===== config.mk =====
export PLATFORM = sky130hd
export DESIGN_NAME = mono_pattern_color_expander_unit
export DESIGN_NICKNAME = d
export VERILOG_FILES = /design/src/mpce_pkg.sv /design/src/mono_pattern_color_expander_unit.sv /design/src/mpce_regs.sv /design/src/mpce_ctrl.sv /design/src/mpce_dp.sv
export SDC_FILE = /design/constraint.sdc
export NUM_CORES = 1
export LEC_CHECK = 0
export BUFFER_PORTS_ARGS = -buffer_cell sky130_fd_sc_hd__buf_2
export CAP_MARGIN = 20
export CORE_ASPECT_RATIO = 0.9
export CORE_UTILIZATION = 45
export CTS_BUF_LIST = sky130_fd_sc_hd__clkbuf_8
export CTS_CLUSTER_SIZE = 12
export DETAILED_ROUTE_END_ITERATION = 8
export PLACE_DENSITY = 0.67
export SYNTH_ARGS = -nofsm -noshare
export SYNTH_HDL_FRONTEND = slang
export SYNTH_SLANG_ARGS = --single-unit

===== constraint.sdc =====
create_clock -name clk -period 5.6 [get_ports clk]
set_input_delay 0.56 -clock clk [delete_from_list [all_inputs] [get_ports clk]]
set_output_delay 0.56 -clock clk [all_outputs]
set_load 0.005 [all_outputs]

===== src/mpce_pkg.sv =====
// Shared types and constants for the mono pattern color expander.
// Used by every module of the block; depends on nothing else.
package mpce_pkg;

    localparam int COORD_BITS     = 10;
    localparam int DIM_BITS       = 11;
    localparam int POS_BITS       = 12;
    localparam int PAGE_BITS      = 2;
    localparam int CFG_COLOR_BITS = 16;
    localparam int ADDR_BITS      = 22;
    localparam int PAGE_DIM_BITS  = PAGE_BITS + DIM_BITS;
    localparam int CFG_IDX_BITS   = 3;
    localparam int CFG_DATA_BITS  = 16;

    localparam logic [CFG_IDX_BITS-1:0] REG_FLIP_X     = 3'd0;
    localparam logic [CFG_IDX_BITS-1:0] REG_FLIP_Y     = 3'd1;
    localparam logic [CFG_IDX_BITS-1:0] REG_WIDTH      = 3'd2;
    localparam logic [CFG_IDX_BITS-1:0] REG_HEIGHT     = 3'd3;
    localparam logic [CFG_IDX_BITS-1:0] REG_PAGE       = 3'd4;
    localparam logic [CFG_IDX_BITS-1:0] REG_PEN        = 3'd5;
    localparam logic [CFG_IDX_BITS-1:0] REG_BACKGROUND = 3'd6;

    localparam logic [DIM_BITS-1:0]       WIDTH_RESET  = 11'd480;
    localparam logic [DIM_BITS-1:0]       HEIGHT_RESET = 11'd272;
    localparam logic [CFG_COLOR_BITS-1:0] PEN_RESET    = 16'hFFFF;

    typedef struct packed {
        logic                      flip_x;
        logic                      flip_y;
        logic [DIM_BITS-1:0]       width;
        logic [DIM_BITS-1:0]       height;
        logic [PAGE_BITS-1:0]      page;
        logic [CFG_COLOR_BITS-1:0] pen_color;
        logic [CFG_COLOR_BITS-1:0] background_color;
    } mpce_cfg_t;

    // Commands from the controller to the datapath.
    typedef struct packed {
        logic load;
        logic mul1;
        logic mul2;
        logic sum;
        logic step;
    } mpce_cmd_t;

    // Status from the datapath to the controller.
    typedef struct packed {
        logic empty;
        logic last_bit;
    } mpce_status_t;

endpackage


===== src/mono_pattern_color_expander_unit.sv =====
// Top level of the mono pattern color expander.
// Depends on mpce_pkg, mpce_regs, mpce_ctrl and mpce_dp.

// An item is taken at a clock edge where start is high and busy is low, and
// it expands into one result beat per used pattern bit, one beat a cycle.
// After the accept the block steps through the setup states MUL1, MUL2 and
// SUM for the row and page address (multiplies in MUL1 and MUL2, an add in
// SUM), then walks the pattern, and the next start is taken only once the
// walk is done; an item with a bit count of zero goes back to idle from MUL1
// and gives no beats. The first beat is registered by the first walk step.
// Result beats are shown for exactly one cycle on result_valid; there is no
// back-pressure, so the receiver must take every beat. Configuration writes
// are always ready and must be made only while the block is idle.
module mono_pattern_color_expander_unit
#(
    parameter int MAX_WIDTH    = 1024,
    parameter int MAX_HEIGHT   = 1024,
    parameter int COLOR_BITS   = 16,
    parameter int PATTERN_BITS = 32
)
(
    input  logic                               clk,
    input  logic                               rst_n,
    input  logic                               start,
    output logic                               busy,
    input  logic                               opaque,
    input  logic [mpce_pkg::COORD_BITS-1:0]    start_x,
    input  logic [mpce_pkg::COORD_BITS-1:0]    start_y,
    input  logic [PATTERN_BITS-1:0]            pattern,
    input  logic [$clog2(PATTERN_BITS+1)-1:0]  bit_count,
    output logic                               result_valid,
    output logic [mpce_pkg::ADDR_BITS-1:0]     pixel_address,
    output logic [COLOR_BITS-1:0]              pixel_color,
    output logic                               write_enable,
    output logic                               outside,
    output logic                               last,
    input  logic                               cfg_valid,
    output logic                               cfg_ready,
    input  logic [mpce_pkg::CFG_IDX_BITS-1:0]  cfg_index,
    input  logic [mpce_pkg::CFG_DATA_BITS-1:0] cfg_data
);

    mpce_pkg::mpce_cfg_t    cfg;
    mpce_pkg::mpce_cmd_t    cmd;
    mpce_pkg::mpce_status_t status;

    mpce_regs u_regs
    (
        .clk       (clk),
        .rst_n     (rst_n),
        .cfg_valid (cfg_valid),
        .cfg_ready (cfg_ready),
        .cfg_index (cfg_index),
        .cfg_data  (cfg_data),
        .cfg       (cfg)
    );

    mpce_ctrl u_ctrl
    (
        .clk    (clk),
        .rst_n  (rst_n),
        .start  (start),
        .busy   (busy),
        .cmd    (cmd),
        .status (status)
    );

    mpce_dp
    #(
        .MAX_WIDTH    (MAX_WIDTH),
        .MAX_HEIGHT   (MAX_HEIGHT),
        .COLOR_BITS   (COLOR_BITS),
        .PATTERN_BITS (PATTERN_BITS)
    )
    u_dp
    (
        .clk           (clk),
        .rst_n         (rst_n),
        .cfg           (cfg),
        .cmd           (cmd),
        .status        (status),
        .opaque        (opaque),
        .start_x       (start_x),
        .start_y       (start_y),
        .pattern       (pattern),
        .bit_count     (bit_count),
        .result_valid  (result_valid),
        .pixel_address (pixel_address),
        .pixel_color   (pixel_color),
        .write_enable  (write_enable),
        .outside       (outside),
        .last          (last)
    );

endmodule


===== src/mpce_regs.sv =====
// Configuration register file of the mono pattern color expander.
// Depends on mpce_pkg for the register indexes and the config struct.
module mpce_regs
(
    input  logic                               clk,
    input  logic                               rst_n,
    input  logic                               cfg_valid,
    output logic                               cfg_ready,
    input  logic [mpce_pkg::CFG_IDX_BITS-1:0]  cfg_index,
    input  logic [mpce_pkg::CFG_DATA_BITS-1:0] cfg_data,
    output mpce_pkg::mpce_cfg_t                cfg
);

    mpce_pkg::mpce_cfg_t cfg_reg;
    mpce_pkg::mpce_cfg_t cfg_next;

    assign cfg_ready = 1'b1;
    assign cfg       = cfg_reg;

    always_comb
    begin
        cfg_next = cfg_reg;
        if (cfg_valid)
        begin
            unique case (cfg_index)
                mpce_pkg::REG_FLIP_X:     cfg_next.flip_x = cfg_data[0];
                mpce_pkg::REG_FLIP_Y:     cfg_next.flip_y = cfg_data[0];
                mpce_pkg::REG_WIDTH:      cfg_next.width  = cfg_data[mpce_pkg::DIM_BITS-1:0];
                mpce_pkg::REG_HEIGHT:     cfg_next.height = cfg_data[mpce_pkg::DIM_BITS-1:0];
                mpce_pkg::REG_PAGE:       cfg_next.page   = cfg_data[mpce_pkg::PAGE_BITS-1:0];
                mpce_pkg::REG_PEN:        cfg_next.pen_color = cfg_data;
                mpce_pkg::REG_BACKGROUND: cfg_next.background_color = cfg_data;
                default:                  cfg_next = cfg_reg;
            endcase
        end
    end

    always_ff @(posedge clk or negedge rst_n)
    begin
        if (!rst_n)
        begin
            cfg_reg.flip_x           <= 1'b0;
            cfg_reg.flip_y           <= 1'b0;
            cfg_reg.width            <= mpce_pkg::WIDTH_RESET;
            cfg_reg.height           <= mpce_pkg::HEIGHT_RESET;
            cfg_reg.page             <= '0;
            cfg_reg.pen_color        <= mpce_pkg::PEN_RESET;
            cfg_reg.background_color <= '0;
        end
        else
        begin
            cfg_reg <= cfg_next;
        end
    end

endmodule


===== src/mpce_ctrl.sv =====
// Sequencing controller of the mono pattern color expander.
// Depends on mpce_pkg for the command and status structs.
module mpce_ctrl
(
    input  logic                   clk,
    input  logic                   rst_n,
    input  logic                   start,
    output logic                   busy,
    output mpce_pkg::mpce_cmd_t    cmd,
    input  mpce_pkg::mpce_status_t status
);

    typedef enum logic [2:0] {
        S_IDLE,
        S_MUL1,
        S_MUL2,
        S_SUM,
        S_RUN
    } state_t;

    state_t state_reg;
    state_t state_next;

    assign busy = (state_reg != S_IDLE);

    always_comb
    begin
        cmd        = '0;
        state_next = state_reg;
        unique case (state_reg)
            S_IDLE:
            begin
                if (start)
                begin
                    cmd.load   = 1'b1;
                    state_next = S_MUL1;
                end
            end
            S_MUL1:
            begin
                cmd.mul1   = 1'b1;
                state_next = status.empty ? S_IDLE : S_MUL2;
            end
            S_MUL2:
            begin
                cmd.mul2   = 1'b1;
                state_next = S_SUM;
            end
            S_SUM:
            begin
                cmd.sum    = 1'b1;
                state_next = S_RUN;
            end
            S_RUN:
            begin
                cmd.step = 1'b1;
                if (status.last_bit)
                begin
                    state_next = S_IDLE;
                end
            end
            default:
            begin
                state_next = S_IDLE;
            end
        endcase
    end

    always_ff @(posedge clk or negedge rst_n)
    begin
        if (!rst_n)
        begin
            state_reg <= S_IDLE;
        end
        else
        begin
            state_reg <= state_next;
        end
    end

    a_accept_busy: assert property (@(posedge clk) disable iff (!rst_n)
        start && !busy |=> busy)
        else $error("accepted item did not make the block busy");

    a_run_ends: assert property (@(posedge clk) disable iff (!rst_n)
        state_reg == S_RUN && status.last_bit |=> state_reg == S_IDLE)
        else $error("controller did not return to idle after the final bit");

endmodule


===== src/mpce_dp.sv =====
// Datapath of the mono pattern color expander: address setup and pixel walk.
// Depends on mpce_pkg for widths, the config struct and the command and status structs.
module mpce_dp
#(
    parameter int MAX_WIDTH    = 1024,
    parameter int MAX_HEIGHT   = 1024,
    parameter int COLOR_BITS   = 16,
    parameter int PATTERN_BITS = 32
)
(
    input  logic                                 clk,
    input  logic                                 rst_n,
    input  mpce_pkg::mpce_cfg_t                  cfg,
    input  mpce_pkg::mpce_cmd_t                  cmd,
    output mpce_pkg::mpce_status_t               status,
    input  logic                                 opaque,
    input  logic [mpce_pkg::COORD_BITS-1:0]      start_x,
    input  logic [mpce_pkg::COORD_BITS-1:0]      start_y,
    input  logic [PATTERN_BITS-1:0]              pattern,
    input  logic [$clog2(PATTERN_BITS+1)-1:0]    bit_count,
    output logic                                 result_valid,
    output logic [mpce_pkg::ADDR_BITS-1:0]       pixel_address,
    output logic [COLOR_BITS-1:0]                pixel_color,
    output logic                                 write_enable,
    output logic                                 outside,
    output logic                                 last
);

    localparam int CNT_BITS = $clog2(PATTERN_BITS + 1);
    localparam int DW       = mpce_pkg::DIM_BITS;
    localparam int PW       = mpce_pkg::POS_BITS;
    localparam int AW       = mpce_pkg::ADDR_BITS;

    logic [31:0]             max_w;
    logic [31:0]             max_h;
    logic [DW-1:0]           w_eff;
    logic [DW-1:0]           h_eff;
    logic [CNT_BITS-1:0]     cnt_sat;
    logic [PW-1:0]           row_start;
    logic [PW-1:0]           col_start;
    logic [DW+DW+1:0]        base_full;
    logic                    col_out;
    logic                    pix_out;
    logic [31:0]             pen32;
    logic [31:0]             bg32;

    logic                    opaque_reg;
    logic                    dir_left_reg;
    logic [PATTERN_BITS-1:0] pat_reg;
    logic [CNT_BITS-1:0]     cnt_reg;
    logic [DW-1:0]           w_reg;
    logic [DW-1:0]           h_reg;
    logic [PW-1:0]           row_reg;
    logic [PW-1:0]           col_reg;
    logic                    row_out_reg;
    logic [mpce_pkg::PAGE_DIM_BITS-1:0] pw_reg;
    logic [AW-1:0]           roww_reg;
    logic [AW-1:0]           base_reg;
    logic [AW-1:0]           line_reg;

    logic                    result_valid_reg;
    logic [AW-1:0]           pixel_address_reg;
    logic [COLOR_BITS-1:0]   pixel_color_reg;
    logic                    write_enable_reg;
    logic                    outside_reg;
    logic                    last_reg;

    assign max_w = 32'(MAX_WIDTH);
    assign max_h = 32'(MAX_HEIGHT);
    assign w_eff = (32'(cfg.width) > max_w) ? max_w[DW-1:0] : cfg.width;
    assign h_eff = (32'(cfg.height) > max_h) ? max_h[DW-1:0] : cfg.height;
    assign cnt_sat = (bit_count > CNT_BITS'(PATTERN_BITS)) ? CNT_BITS'(PATTERN_BITS)
                                                           : bit_count;

    // Positions are two's complement; a mirrored start can fall below zero.
    assign row_start = cfg.flip_y ? (PW'(h_eff) - PW'(1) - PW'(start_y)) : PW'(start_y);
    assign col_start = cfg.flip_x ? (PW'(w_eff) - PW'(1) - PW'(start_x)) : PW'(start_x);

    assign base_full = (DW+DW+2)'(pw_reg) * (DW+DW+2)'(h_reg);

    assign col_out = col_reg[PW-1] || (col_reg[DW-1:0] >= w_reg);
    assign pix_out = col_out || row_out_reg;
    assign pen32   = 32'(cfg.pen_color);
    assign bg32    = 32'(cfg.background_color);

    assign status.empty    = (cnt_reg == '0);
    assign status.last_bit = (cnt_reg == CNT_BITS'(1));

    always_ff @(posedge clk)
    begin
        if (cmd.load)
        begin
            opaque_reg   <= opaque;
            dir_left_reg <= cfg.flip_x;
            pat_reg      <= pattern;
            cnt_reg      <= cnt_sat;
            w_reg        <= w_eff;
            h_reg        <= h_eff;
            row_reg      <= row_start;
            col_reg      <= col_start;
        end
        if (cmd.mul1)
        begin
            pw_reg      <= mpce_pkg::PAGE_DIM_BITS'(cfg.page)
                           * mpce_pkg::PAGE_DIM_BITS'(w_reg);
            roww_reg    <= AW'(row_reg[DW-1:0]) * AW'(w_reg);
            row_out_reg <= row_reg[PW-1] || (row_reg[DW-1:0] >= h_reg);
        end
        if (cmd.mul2)
        begin
            base_reg <= base_full[AW-1:0];
        end
        if (cmd.sum)
        begin
            line_reg <= base_reg + roww_reg;
        end
        if (cmd.step)
        begin
            col_reg <= dir_left_reg ? (col_reg - PW'(1)) : (col_reg + PW'(1));
            pat_reg <= {pat_reg[PATTERN_BITS-2:0], 1'b0};
            cnt_reg <= cnt_reg - CNT_BITS'(1);

            last_reg <= (cnt_reg == CNT_BITS'(1));
            if (pix_out)
            begin
                pixel_address_reg <= '0;
                pixel_color_reg   <= '0;
                write_enable_reg  <= 1'b0;
                outside_reg       <= 1'b1;
            end
            else
            begin
                pixel_address_reg <= line_reg + AW'(col_reg[DW-1:0]);
                outside_reg       <= 1'b0;
                if (pat_reg[PATTERN_BITS-1])
                begin
                    pixel_color_reg  <= pen32[COLOR_BITS-1:0];
                    write_enable_reg <= 1'b1;
                end
                else if (opaque_reg)
                begin
                    pixel_color_reg  <= bg32[COLOR_BITS-1:0];
                    write_enable_reg <= 1'b1;
                end
                else
                begin
                    pixel_color_reg  <= '0;
                    write_enable_reg <= 1'b0;
                end
            end
        end
    end

    always_ff @(posedge clk or negedge rst_n)
    begin
        if (!rst_n)
        begin
            result_valid_reg <= 1'b0;
        end
        else
        begin
            result_valid_reg <= cmd.step;
        end
    end

    assign result_valid  = result_valid_reg;
    assign pixel_address = pixel_address_reg;
    assign pixel_color   = pixel_color_reg;
    assign write_enable  = write_enable_reg;
    assign outside       = outside_reg;
    assign last          = last_reg;

    a_outside_blank: assert property (@(posedge clk) disable iff (!rst_n)
        result_valid && outside |-> !write_enable && pixel_address == '0
                                    && pixel_color == '0)
        else $error("pixel outside the window carries a write or data");

    a_last_gap: assert property (@(posedge clk) disable iff (!rst_n)
        result_valid && last |=> !result_valid)
        else $error("result beat directly follows the final beat of a run");

endmodule


---- Word-level counts from Yosys, hierarchy flattened ----
Index checks and enable logic that the tools add are counted.
operators by class
  add/sub/neg operators ................... 9
  multiply operators ...................... 3
  order comparisons ....................... 5
  equal/unequal tests ..................... 13
  mux-type cells .......................... 27
  reduce and logical (&&, ||, !) cells .... 16
operators with widths
  kind                                                                    count
  32-bit 2-to-1 mux                                                       2
  12-bit 2-to-1 mux                                                       4
  16-bit 2-to-1 mux                                                       2
  11-bit by 1-bit subtractor with 12-bit output (second input constant)   2
  12-bit by 10-bit subtractor with 12-bit output                          2
  22-bit by 11-bit adder with 22-bit output                               1
  22-bit adder                                                            1
  11-bit greater-or-equal comparator                                      2
  11-bit greater-than comparator (second input constant)                  2
  11-bit by 11-bit multiplier with 22-bit output                          1
  13-bit by 11-bit multiplier with 22-bit output                          1
  11-bit 2-to-1 mux                                                       2
  6-bit 2-to-1 mux                                                        3
  2-bit AND reduction                                                     8
  3-bit one-hot mux with 5 select lines                                   1
  2-bit by 11-bit multiplier with 13-bit output                           1
  12-bit by 1-bit adder with 12-bit output (second input constant)        1
  3-bit by 2-bit equality test with 1-bit output (second input constant)  4
  3-bit equality test (second input constant)                             4
  12-bit by 1-bit subtractor with 12-bit output (second input constant)   1
  10-bit 2-to-1 mux                                                       1
  1-bit 2-to-1 mux                                                        9
  3-bit by 1-bit equality test with 1-bit output (second input constant)  2
  6-bit by 1-bit equality test with 1-bit output (second input constant)  1
  other kinds (10)                                                        15
word-level totals
  flip-flop bits (word level) ............. 269
  input port bits ......................... 82
  output and inout bits ................... 44

---- Logic depth before layout (Yosys ltp) ----
  depth after elaboration ................. 7
  gate-level depth with buffers ........... 22
  gate-level depth less buffers ........... 20

---- By module ----
Synthesis repeated with hierarchy kept, for this count alone.
second synthesis, totals
  cell total of the unflattened synthesis .. 2211
  area, all modules ....................... 22824.4 sq um
modules (own cells, without submodules)
  module     instances  cells each  area an instance (sq um)  seq. area each (sq um)
  mpce_dp    1          2066        20383.3                   6231.0
  mpce_regs  1          129         2267.2                    1478.9
  mpce_ctrl  1          16          173.9                     75.1

---- Worst setup path before layout ----
Ideal clock, no wire load.
  path type ............................... register to register
  from .................................... register u_dp.h_reg[2]
  to ...................................... register u_dp.base_reg[20] (data pin)
  arrival ................................. 4.962 ns
  required time ........................... 5.342 ns
  slack ................................... 0.381 ns
  stages on the path, launching flop included .. 20
  buffers on the path ..................... 1
  period minus slack after synthesis ...... 5.219 ns
  cells stage by stage .................... edfxtp_1 > clkbuf_1 > nand2_1 > fa_1 > inv_1 > fa_1 > inv_1 > fa_1 > fa_1 > fa_1 > inv_1 > ha_1 > nand4_1 > or2_2 > o31ai_1 > o41a_1 > a2111oi_2 > o21bai_1 > a21oi_1 > xnor2_1
between the ends
  word-level cells in the longest chain between the ends .. 1
ends and longest elaborated chain
  element                                         line            RTL
  start, declared                                 mpce_dp.sv:52   logic [DW-1:0] h_reg;
  start signal, assigned                          mpce_dp.sv:98   h_reg <= h_eff;
  13-bit by 11-bit multiplier with 22-bit output  mpce_dp.sv:79   assign base_full = (DW+DW+2)'(pw_reg) * (DW+DW+2)'(h_reg);
  net u_dp.base_full[20]                          mpce_dp.sv:41   logic [DW+DW+1:0] base_full;
  end signal, assigned                            mpce_dp.sv:111  base_reg <= base_full[AW-1:0];
  end, declared                                   mpce_dp.sv:58   logic [AW-1:0] base_reg;
The timed path passes the listed nets, and every way through them passes these cells.
A chain may end at the register's enable or synchronous reset.

---- Final worst setup path ----
  from .................................... register u_dp.h_reg[3]
  to ...................................... register u_dp.base_reg[20] (data pin)
The elaborated chain is that of the path after synthesis.

==> metrics <==
Clock Pin Slew Worst Setup and Hold Paths=0.06 ns; Syn-to-layout area delta=12.23%; DR WL/cell=17.36 um; CTS tree=built; Synth area leader=edfxtp_1; CP Buf/Inv Count=2; non-filler instance count after layout=2954; final period utilization=97.25%; total gr overflow=0; Yosys reg bits=269; GRT Total Usage=20.56%; Routed Antenna Nets=0; Synth Area in Adders=28.13%; Chip Height=213.3 um; Worst-Margin Slew=1.035 ns; share of the synthesized area in the top cell type=27.72%; final hold violation count=0; Worst EP arrival=5.78 ns; clock latency on the worst-skew pair=0.61 ns; Simple-Gate Fraction of Synth Area=12.97%; Async S/R FF share, synth=23.05%; CP max stage delay=0.57 ns; status=finished clean; DRC=0; largest family of logic cells by synthesized area=adder cells; clock sink count=269; Slew Limit Headroom=30.93%; RSZ-0062 raised after global routing=true; initial antenna violation count=1; number of synthesized flops with an enable pin=206; Syn Inst Count=2121; Core Region=49040 um^2; nets=2761; WS Path Type=reg -> reg; FMAX=0.1836 GHz; most frequent cells in the layout=inv_1, ha_1, edfxtp_1, nand2_1, fa_1; YS warnings=0; die area=50490 um^2; die width=236.8 um; cts hold-fix bufs=0; initial core utilization=45.51%; slowest CP cell=fa_1; row cnt=77; Worst path most repeated cell=fa_1; max reg flops=58; Max clock buf depth=3; Synth Area in XOR/XNOR=4.434%; max-cap viol count=0; Avg Inst Size Synth=10.52 um^2; CP top delay family=adder cells; distinct cell type count after synthesis=68; vias in the first global route=15810; cts bufs inserted=48; Final HPWL DP=39.85 mm; post-synthesis mux area share=3.330%; vias per cell=5.266; drt initial violations=964; CP Launch Type=register; drt total wl=51.29 mm; compound-gate portion of the synthesized area=9.967%; fillcell total=4357; CP Data Required Time=5.93 ns; CP max FO=7; final setup vio count=0; Synth Net Count=2595; final worst path period need=5.446 ns; DP Cell Count=2832; Initial DRT Pass Iterations=5; Post-Syn Area=22320 um^2; leading post-synthesis cells by cell area=edfxtp_1, fa_1, ha_1; CP cell instances=buf_6 > nand2_1 > fa_1 > inv_1 > fa_1 > fa_1 > fa_1 > fa_1 > ha_1 > nand4_1 > or2_2 > o31ai_1 > o41a_1 > a2111oi_2 > o21bai_1 > a21oi_1 > xnor2_1; CTS root buffer=clkbuf_8; register area=7785 um^2; Final Max Tran Viols=0; first-pass GRT wire length=82.27 mm; CP Capture Type=register; share of cells above drive strength 1=16.11%; via count=15560; number of port buffers=124; largest net degree at the start of global routing=69; Final Skew=0.04059 ns; ys flop type=edfxtp_1; H-tree depth=2; Worst R2R Setup Slack=0.15 ns; Multi-input gate area=13190 um^2; commonest non-fill, non-tap cell in the layout=inv_1; I/O pin total=126; worst hold path type=in -> async; placer congestion estimate=0.8967; Seq/Total Area, Yosys=34.88%
## path summary, 6_finish.rpt
kind | start | end | depth (start not counted)
min in group clk | opaque | u_dp.opaque_reg$_DFFE_PP_ | 1
setup / recovery | u_dp.h_reg[3]$_DFFE_PP_ | u_dp.base_reg[20]$_DFFE_PN_ | 17
hold reg to reg | u_regs.cfg[45]$_DFFE_PN0P_ | u_regs.cfg[45]$_DFFE_PN0P_ | 1
max in group asynchronous | rst_n | u_regs.cfg[57]$_DFFE_PN0P_ | 2
setup reg to reg | u_dp.h_reg[3]$_DFFE_PP_ | u_dp.base_reg[20]$_DFFE_PN_ | 17
hold / removal | rst_n | u_regs.cfg[7]$_DFFE_PN0P_ | 2
## what timing repair did
| item | 4_1_cts | 5_1_grt |
|---|---|---|
| gates resized for setup | 0 | 7 |
| endpoints found under the hold margin | 0 | 0 |
| setup buffers | 0 | 35 |
| setup endpoints to repair | 0 | 7 |
## cell usage after synthesis, types with 31 or more instances
cell,n
inv_1,288
ha_1,209
edfxtp_1,206
nand2_1,184
fa_1,183
and2_1,151
nor2_1,98
a21oi_1,80
xnor2_1,79
clkbuf_1,72
o21ai_0,66
mux2_2,58
a21o_1,40
dfrtp_1,40
nor2b_1,35
xor2_1,34
a22o_1,31
## metrics by stage
stage | cell area (um^2) | util [%] | hold slack (ns) | setup slack, ns | TNS, ns
finish | 25050 | 51.08 | 0.1133 | 0.1538 | 0
global route | 25050 | 51.08 | 0.08410 | -0.03892 | -0.03892
CTS | 24700 | 50.37 | 0.07038 | 0.07970 | 0
detailed placement | 23720 | 48.36 | 0.4875 | 0.1213 | 0
global placement | 23720 | 48.36 | 0.4767 | 0.2692 | 0
floorplan | 22320 | - | 0.2644 | 0.3807 | 0
## final cells by class
class	count	share of cell area (%)
multi-input combinational	1482	52.67
sequential	269	31.08
clock buffer	56	3.077
clock inverter	28	0.8591
timing repair buffer	196	4.800
inverter	290	4.346
tap	632	3.157
antenna	1	0.009990
## kinds of logic (layout without fill, tap and decap cells)
logic type / after synthesis / in the layout
XOR/XNOR: 113 / 113
AO/OA/AOI/OAI: 332 / 332
multiplexers: 67 / 67
buffers and inverters: 370 / 570
adder cells (fa/ha/maj): 392 / 392
flip-flops: 269 / 269
AND/OR/NAND/NOR: 577 / 577
other: 1 / 2
## metal layers
layer	part of all wire (%)	vias to the layer above	wire length [um]	track usage (%)
met2	46	396	23830	33.67
met1	46	7619	23590	27.97
met3	5.0	93	2547	3.297
li1	-	7449	-	-
met4	2.6	0	1319	6.583
met5	0	-	0	0
Power is not shown: default switching activity piles up to over one toggle a cycle in this logic, so the estimate is an artifact.
